===== src/hw/rtl/cma_pkg.sv =====
// Shared types, constants and calendar helpers for the calendar minutes adder.
package cma_pkg;

   // Field widths
   localparam int unsigned ADD_W   = 14;
   localparam int unsigned YEAR_W  = 2;
   localparam int unsigned MONTH_W = 4;
   localparam int unsigned DAY_W   = 5;
   localparam int unsigned HOUR_W  = 5;
   localparam int unsigned MIN_W   = 6;
   localparam int unsigned SEC_W   = 6;
   localparam int unsigned WDAY_W  = 3;

   // Calendar limits
   localparam logic [ADD_W-1:0]   HOUR_MINUTES = ADD_W'(60);
   localparam logic [MIN_W:0]     MINUTE_MAX   = (MIN_W+1)'(59);
   localparam logic [HOUR_W:0]    HOUR_MAX     = (HOUR_W+1)'(23);
   localparam logic [MONTH_W-1:0] MONTH_JAN    = MONTH_W'(1);
   localparam logic [MONTH_W-1:0] MONTH_FEB    = MONTH_W'(2);
   localparam logic [MONTH_W-1:0] MONTH_APR    = MONTH_W'(4);
   localparam logic [MONTH_W-1:0] MONTH_JUN    = MONTH_W'(6);
   localparam logic [MONTH_W-1:0] MONTH_SEP    = MONTH_W'(9);
   localparam logic [MONTH_W-1:0] MONTH_NOV    = MONTH_W'(11);
   localparam logic [MONTH_W-1:0] MONTH_DEC    = MONTH_W'(12);
   localparam logic [YEAR_W-1:0]  LEAP_YEAR    = YEAR_W'(0);
   localparam logic [DAY_W-1:0]   FIRST_DAY    = DAY_W'(1);

   typedef struct packed {
      logic [ADD_W-1:0]   minutes_to_add;
      logic [YEAR_W-1:0]  year_in;
      logic [MONTH_W-1:0] month_in;
      logic [DAY_W-1:0]   day_in;
      logic [HOUR_W-1:0]  hour_in;
      logic [MIN_W-1:0]   minute_in;
      logic [SEC_W-1:0]   second_in;
      logic [WDAY_W-1:0]  weekday_in;
   } cma_req_type;

   typedef struct packed {
      logic [YEAR_W-1:0]  year_out;
      logic [MONTH_W-1:0] month_out;
      logic [DAY_W-1:0]   day_out;
      logic [HOUR_W-1:0]  hour_out;
      logic [MIN_W-1:0]   minute_out;
      logic [SEC_W-1:0]   second_out;
      logic [WDAY_W-1:0]  weekday_out;
   } cma_rsp_type;

   typedef enum logic [1:0] {
      ST_IDLE,
      ST_HOURS,
      ST_MINUTES,
      ST_DONE
   } cma_state_type;

   // Controller to datapath
   typedef struct packed {
      logic load;
      logic step_hour;
      logic step_minute;
   } cma_cmd_type;

   // Datapath to controller
   typedef struct packed {
      logic rem_ge_hour;
      logic rem_zero;
   } cma_status_type;

   // Length of a month; unknown month codes count as 31 days
   function automatic logic [DAY_W-1:0] cma_month_days(logic [YEAR_W-1:0]  yr,
                                                       logic [MONTH_W-1:0] mo);
      logic [DAY_W-1:0] n;
      unique case (mo) inside
         MONTH_APR, MONTH_JUN, MONTH_SEP, MONTH_NOV: n = DAY_W'(30);
         MONTH_FEB: n = (yr == LEAP_YEAR) ? DAY_W'(29) : DAY_W'(28);
         default: n = DAY_W'(31);
      endcase
      return n;
   endfunction

endpackage


===== src/hw/rtl/cma_datapath.sv =====
// Datapath: date/time registers, minute budget and one-step increment logic.
module cma_datapath (
   input  logic                    clock,
   input  cma_pkg::cma_req_type    req_data,
   input  cma_pkg::cma_cmd_type    cmd,
   output cma_pkg::cma_status_type status,
   output cma_pkg::cma_rsp_type    rsp_data
);

   logic [cma_pkg::ADD_W-1:0]   rem_ff,  rem_in;
   logic [cma_pkg::YEAR_W-1:0]  yr_ff,   yr_in;
   logic [cma_pkg::MONTH_W-1:0] mo_ff,   mo_in;
   logic [cma_pkg::DAY_W-1:0]   da_ff,   da_in;
   logic [cma_pkg::HOUR_W-1:0]  hr_ff,   hr_in;
   logic [cma_pkg::MIN_W-1:0]   mi_ff,   mi_in;
   logic [cma_pkg::SEC_W-1:0]   sec_ff,  sec_in;
   logic [cma_pkg::WDAY_W-1:0]  wd_ff,   wd_in;

   logic [cma_pkg::MIN_W:0]  mi_plus;
   logic [cma_pkg::HOUR_W:0] hr_plus;
   logic                     mi_wrap;
   logic                     hr_wrap;
   logic                     month_end;
   logic                     hour_tick;
   logic                     day_tick;

   // Form the carries of a single increment
   assign mi_plus   = {1'b0, mi_ff} + (cma_pkg::MIN_W+1)'(1);
   assign hr_plus   = {1'b0, hr_ff} + (cma_pkg::HOUR_W+1)'(1);
   assign mi_wrap   = mi_plus > cma_pkg::MINUTE_MAX;
   assign hr_wrap   = hr_plus > cma_pkg::HOUR_MAX;
   assign month_end = da_ff >= cma_pkg::cma_month_days(yr_ff, mo_ff);
   assign hour_tick = cmd.step_hour | (cmd.step_minute & mi_wrap);
   assign day_tick  = hour_tick & hr_wrap;

   // Load a new beat or advance by one hour or one minute
   always_comb begin
      rem_in = rem_ff;
      yr_in  = yr_ff;
      mo_in  = mo_ff;
      da_in  = da_ff;
      hr_in  = hr_ff;
      mi_in  = mi_ff;
      sec_in = sec_ff;
      wd_in  = wd_ff;
      if (cmd.load) begin
         rem_in = req_data.minutes_to_add;
         yr_in  = req_data.year_in;
         mo_in  = req_data.month_in;
         da_in  = req_data.day_in;
         hr_in  = req_data.hour_in;
         mi_in  = req_data.minute_in;
         sec_in = req_data.second_in;
         wd_in  = req_data.weekday_in;
      end else begin
         if (cmd.step_hour) begin
            rem_in = rem_ff - cma_pkg::HOUR_MINUTES;
         end
         if (cmd.step_minute) begin
            rem_in = rem_ff - cma_pkg::ADD_W'(1);
            mi_in  = mi_wrap ? '0 : mi_plus[cma_pkg::MIN_W-1:0];
         end
         if (hour_tick) begin
            hr_in = hr_wrap ? '0 : hr_plus[cma_pkg::HOUR_W-1:0];
         end
         // Roll the date over at the end of the month and year
         if (day_tick) begin
            if (month_end) begin
               da_in = cma_pkg::FIRST_DAY;
               if (mo_ff >= cma_pkg::MONTH_DEC) begin
                  mo_in = cma_pkg::MONTH_JAN;
                  yr_in = yr_ff + cma_pkg::YEAR_W'(1);
               end else begin
                  mo_in = mo_ff + cma_pkg::MONTH_W'(1);
               end
            end else begin
               da_in = da_ff + cma_pkg::DAY_W'(1);
            end
         end
      end
   end

   always_ff @(posedge clock) begin
      rem_ff <= rem_in;
      yr_ff  <= yr_in;
      mo_ff  <= mo_in;
      da_ff  <= da_in;
      hr_ff  <= hr_in;
      mi_ff  <= mi_in;
      sec_ff <= sec_in;
      wd_ff  <= wd_in;
   end

   // Report the remaining budget
   assign status.rem_ge_hour = rem_ff >= cma_pkg::HOUR_MINUTES;
   assign status.rem_zero    = rem_ff == '0;

   assign rsp_data.year_out    = yr_ff;
   assign rsp_data.month_out   = mo_ff;
   assign rsp_data.day_out     = da_ff;
   assign rsp_data.hour_out    = hr_ff;
   assign rsp_data.minute_out  = mi_ff;
   assign rsp_data.second_out  = sec_ff;
   assign rsp_data.weekday_out = wd_ff;

endmodule


===== src/hw/rtl/cma_controller.sv =====
// Controller: sequences whole-hour steps, then minute steps, then the result strobe.
module cma_controller (
   input  logic                    clock,
   input  logic                    reset,
   input  logic                    start,
   input  cma_pkg::cma_status_type status,
   output cma_pkg::cma_cmd_type    cmd,
   output logic                    busy,
   output logic                    rsp_strobe
);

   cma_pkg::cma_state_type state_ff, state_in;

   // Next state
   always_comb begin
      state_in = state_ff;
      unique case (state_ff)
         cma_pkg::ST_IDLE: begin
            if (start) begin
               state_in = cma_pkg::ST_HOURS;
            end
         end
         cma_pkg::ST_HOURS: begin
            if (!status.rem_ge_hour) begin
               state_in = cma_pkg::ST_MINUTES;
            end
         end
         cma_pkg::ST_MINUTES: begin
            if (status.rem_zero) begin
               state_in = cma_pkg::ST_DONE;
            end
         end
         cma_pkg::ST_DONE: begin
            state_in = cma_pkg::ST_IDLE;
         end
         default: begin
            state_in = cma_pkg::ST_IDLE;
         end
      endcase
   end

   always_ff @(posedge clock) begin
      if (reset) begin
         state_ff <= cma_pkg::ST_IDLE;
      end else begin
         state_ff <= state_in;
      end
   end

   // Outputs
   always_comb begin
      cmd        = '0;
      busy       = 1'b1;
      rsp_strobe = 1'b0;
      unique case (state_ff)
         cma_pkg::ST_IDLE: begin
            busy     = 1'b0;
            cmd.load = start;
         end
         cma_pkg::ST_HOURS: begin
            cmd.step_hour = status.rem_ge_hour;
         end
         cma_pkg::ST_MINUTES: begin
            cmd.step_minute = !status.rem_zero;
         end
         cma_pkg::ST_DONE: begin
            rsp_strobe = 1'b1;
         end
         default: begin
            busy = 1'b1;
         end
      endcase
   end

endmodule


===== src/hw/rtl/calendar_minutes_adder.sv =====
// Calendar minutes adder top level: advances a date and time by a number of minutes.
//
// A request beat is taken when start is high and busy is low. The block then
// advances the date one whole hour per cycle while 60 or more minutes remain,
// and one minute per cycle for the rest, rolling over hour, day, month and the
// year within the four-year cycle (year 0 has a 29-day February). When the
// steps are done, the result appears on rsp_data with rsp_strobe high for
// exactly one cycle; the receiver cannot stall it and must take it in that
// cycle. busy drops the cycle after the strobe, so a new request is taken
// only once the current one is finished. Seconds and weekday are copied
// through.
module calendar_minutes_adder (
   input  logic                 clock,
   input  logic                 reset,
   input  logic                 start,
   output logic                 busy,
   input  cma_pkg::cma_req_type req_data,
   output logic                 rsp_strobe,
   output cma_pkg::cma_rsp_type rsp_data
);

   cma_pkg::cma_cmd_type    cmd;
   cma_pkg::cma_status_type status;

   cma_controller u_ctrl (
      .clock      (clock),
      .reset      (reset),
      .start      (start),
      .status     (status),
      .cmd        (cmd),
      .busy       (busy),
      .rsp_strobe (rsp_strobe)
   );

   cma_datapath u_dp (
      .clock    (clock),
      .req_data (req_data),
      .cmd      (cmd),
      .status   (status),
      .rsp_data (rsp_data)
   );

endmodule

===== config.mk =====
export PLATFORM = sky130hd
export DESIGN_NAME = calendar_minutes_adder
export DESIGN_NICKNAME = d
export VERILOG_FILES = /design/src/hw/rtl/cma_pkg.sv /design/src/hw/rtl/cma_datapath.sv /design/src/hw/rtl/cma_controller.sv /design/src/hw/rtl/calendar_minutes_adder.sv
export SDC_FILE = /design/constraint.sdc
export NUM_CORES = 1
export LEC_CHECK = 0
export ABC_AREA = 1
export BUFFER_PORTS_ARGS = -buffer_cell sky130_fd_sc_hd__buf_2
export CAP_MARGIN = 15
export CORE_MARGIN = 2
export CORE_UTILIZATION = 50
export DETAILED_ROUTE_END_ITERATION = 8
export GPL_TIMING_DRIVEN = 0
export PLACE_DENSITY = 0.84
export SLEW_MARGIN = 10
export SYNTH_ARGS = -nofsm -noshare
export SYNTH_HDL_FRONTEND = slang
export SYNTH_HIERARCHICAL = 1
export SYNTH_SLANG_ARGS = --single-unit

===== constraint.sdc =====
create_clock -name clock -period 3.56 [get_ports clock]
set_input_delay 0.178 -clock clock [delete_from_list [all_inputs] [get_ports clock]]
set_output_delay 0.178 -clock clock [all_outputs]
set_load 0.01 [all_outputs]

======== Yosys cells after proc, flatten, opt, wreduce, memory -nomap -nowiden ========
Cells that the tools add are included.
cells by class
  add/subtract/negate cells ............... 7
  order comparisons ....................... 5
  equality and inequality tests ........... 11
  multiplexer cells ....................... 31
  bitwise logic cells ..................... 3
  reduce and logical (&&, ||, !) cells .... 14
operators by type and width
  kind                     number
  $mux W14                 3
  $mux W5                  6
  $mux W6                  3
  $mux W4                  4
  $ge A14 B6 Y1 const B    1
  $logic_not A14 Y1        1
  $mux W2                  7
  $sub A14 B1 Y14 const B  1
  $sub A14 B6 Y14 const B  1
  $pmux W5 S2              1
  $reduce_bool A2 Y1       5
  $eq A4 B3 Y1 const B     2
  $eq A4 B4 Y1 const B     2
  $pmux W2 S4              1
  $add A6 B1 Y7 const B    1
  $gt A7 B6 Y1 const B     1
  $add A5 B1 Y6 const B    1
  $gt A6 B5 Y1 const B     1
  $mux W1                  6
  $reduce_and A3 Y1        2
  $add A5 B1 Y5 const B    1
  $ge A5 B5 Y1             1
  $add A4 B1 Y4 const B    1
  $eq A2 B2 Y1 const B     2
  other kinds (13)         16
word-level totals
  register bits after elaboration ......... 47
  input bits .............................. 48
  output and inout bits ................... 33

======== Logic depth before layout (Yosys ltp) ========
  depth after elaboration ................. 8
  depth in mapped cells ................... 16
  mapped depth without buffers ............ 15

======== Modules after synthesis ========
Netlist, hierarchy kept.
modules (own cells, without submodules)
  module          instances  cells an instance  area each (sq um)
  cma_datapath    1          306                2,760.1
  cma_controller  1          30                 197.7

======== Worst setup path after synthesis ========
Ideal clock, no wire load.
  path kind ............................... register -> register
  from .................................... register u_dp/rem_ff[2] in the netlist's numbering
  to ...................................... register u_dp/rem_ff[10] in the netlist's numbering (enable)
  arrival ................................. 1,994 ps
  data required time ...................... 3,279 ps
  slack ................................... 1,285 ps
  stages on the path, launching flop included .. 12
  buffers on the path ..................... 1
  path through ............................ edfxtp_1 > inv_1 > ha_1 > nand4_1 > nor4_1 > inv_1 > nand2_2 > inv_1 > buf_4 > inv_1 > nand2_1 > or2_2
RTL lines
  item                    line                source
  start, declared         cma_datapath.sv:10  logic [cma_pkg::ADD_W-1:0] rem_ff, rem_in;
  start signal, assigned  cma_datapath.sv:84  rem_ff <= rem_in;

==> impl_metrics.yaml <==
power:
  ir_drop_mv: 0.419
  power_density_nw_per_um2: 878
  p_leak_nw: 1.69
route:
  drt_iter0_markers: 106
  drt.antenna.violating_nets: 0
  via_count: 2586
  via_per_inst: 5.18
  drc: 0
  wire_per_inst_um: 13.3
  wirelength_mm: 6.62
  firstDrtPassIters: 4
hold_path:
  min_path_type: "primary input to flip-flop"
  hold_path_startpoint: "req_data[6]"
sta:
  clock.fmax_mhz: 366
  worst_pin_slew_ps: 578
  relSlewSlack: 0.615
  hold_viol: 0
  min_period_ps: 2730
  slew_violations: 0
  fin_crit_sh: 0.767
  setup_slack_ps: 828
  fin_setup_tns_ps: 0
  finalSetupViolCount: 0
  rsz0062_at_grt: "no"
  fin_skew_ps: 11.6
layout:
  design_area_um2: 3540
  area_delta_synth_final_pct: 19.7
  final_nets: 491
  nFillCells: 506
  diodes: 0
  drive_gt1_frac: 0.259
synth:
  synth-edff-count: 45
  seq_area_frac_synth: 0.470
  synth_area_leaders: "edfxtp_1 46%, nand2_1 9.3%, ha_1 8.5%, inv_1 6.2%, o21ai_0 4.4%"
  async_flop_share: 0
  synth_top_area_share: 0.457
  synth.distinct_cells: 32
  synth_area_per_cell_um2: 8.80
  postSynthCellCount: 336
  ys_top_cells_by_count: "73 x nand2_1, 49 x inv_1, 45 x edfxtp_1"
  yosysTopAreaCell: "edfxtp_1"
  yosysWarningCount: 6
  synth_flop_cell: "edfxtp_1"
  ys_ff_latch: 47
  synthesis.nets: 404
  synth_area_um2: 2960
  synth_most_common_cell: "nand2_1"
cts:
  path_clk_slew_ps: 90
  postCtsSetupRepairBufs: 0
  ctsResizeCount: 0
  cts_tree: "yes"
  ctsHoldBuffers: 0
  cts_root_buf: "clkbuf_8"
  clkLatencyLatePin_ps: 300
  htreeDepth: 2
  numCtsBuffers: 5
  clk_path_buf_depth: 2
  cts.sinks: 47
die:
  die_height_um: 80.9
  core.rowCount: 28
  dieWidth_um: 80.9
  io_pins: 81
  initial_core_util: 0.509
  dieArea_um2: 6550
  core_area_um2: 5820
setup_path:
  startpoint_type: "flip-flop"
  cp.arrival_ps: 2740
  r2r_start: "u_dp/rem_ff[8]"
  cp.required_ps: 3570
  cp_max_fo: 12
  startpoint: "u_dp/rem_ff[8]"
  crit_type: "flip-flop to flip-flop"
  end_kind: "flip-flop"
global_routing:
  antenna_found_initial: 0
  grt_pass1_vias: 2409
  grt_max_degree: 16
  grt_pass1_wl_mm: 10.3
  overflow: 0
  grt_use_total: 0.200
run_status:
  status: "finished clean"
placement:
  dp_slack_ps: 873
  gp_congestion: 0.864
  placed_area_um2: 3450
  hpwl_mm: 5.06
  numPortBuffers: 80
run:
  max-cap-violations: 0
[power by group]
| group | internal, mW | total, mW | leakage (nW) | switching [mW] |
|---|---|---|---|---|
| combinational | 0.554 | 1.56 | 1.19 | 1.01 |
| clock | 0.137 | 0.317 | 0.0418 | 0.180 |
| sequential | 1.00 | 1.23 | 0.450 | 0.229 |
[routing by layer]
layer / vias to the layer above / GRT usage / share of wire
met3: 9 / 0.0333 / 0.066
li1: 1290 / - / -
met2: 91 / 0.354 / 0.48
met1: 1196 / 0.244 / 0.44
met5: - / 0 / 0
met4: 0 / 0.0780 / 0.012
[cell usage in the layout (no fill, tap or decap), types with 3 or more instances in the layout]
cell / count
buf_2: 80
nand2_1: 73
inv_1: 49
edfxtp_1: 45
o21ai_0: 26
nor2_1: 24
nand3_1: 21
ha_1: 20
a21oi_1: 14
xor2_1: 10
nand2_2: 8
nand4_1: 8
clkbuf_8: 5
nand3_2: 5
clkbuf_1: 5
clkinv_1: 3
xnor2_1: 3
[critical path, stage by stage, from the launching register on]
cell      delay, ps
edfxtp_1        460
nor2_1          220
nand2_1         130
nor4_1          250
inv_1            90
nand2_2          80
inv_1            40
buf_4           160
inv_1           170
nand2_1         300
or2_2           530
[path summary, 6_finish.rpt]
check                             to  slack [ps]  cells after the start
setup / recovery      u_dp/rem_ff[9]         830                     10
hold / removal        u_dp/sec_ff[3]          50                      1
setup reg to reg      u_dp/rem_ff[9]         830                     10
hold reg to reg   u_ctrl/state_ff[0]         570                      2
[state kept, by name, summed over array words and instances (netlist names)]
name / flops
u_dp/wd_ff: 3
u_dp/mo_ff: 4
u_dp/sec_ff: 6
u_dp/yr_ff: 2
u_dp/rem_ff: 14
u_dp/hr_ff: 5
u_dp/da_ff: 5
u_ctrl/state_ff: 2
u_dp/mi_ff: 6
[metrics by stage]
step / std cells / power, mW / util / hold slack [ps]
final: 499 / 3.11 / 0.609 / 50.0
after detailed placement: 491 / 2.78 / 0.594 / 356
after global routing: 499 / 3.36 / 0.609 / 35.4
after global placement: 491 / 2.69 / 0.594 / 356
after floorplan: 336 / 2.30 / - / 277
after CTS: 499 / 3.11 / 0.609 / 37.9
[cell families after synthesis]
group	share of synthesized area
xor gates and xnor gates	0.0385
buffers and inverters	0.0774
DFF	0.470
and+or+nand+nor	0.220
adders and majority gates	0.0846
AOI/OAI and AO/OA	0.109
[cell type report]
class / count / area [um^2] / area share
Timing Repair Buffer: 80 / 400 / 0.113
Sequential cell: 47 / 1390 / 0.393
Clock inverter: 3 / 20.0 / 0.00565
Inverter: 52 / 195 / 0.0551
Clock buffer: 5 / 68.8 / 0.0194
Tap cell: 75 / 93.8 / 0.0265
Multi-Input combinational cell: 230 / 1340 / 0.378
Buffer: 7 / 33.8 / 0.00954
Power figures use the tool's default switching activity.
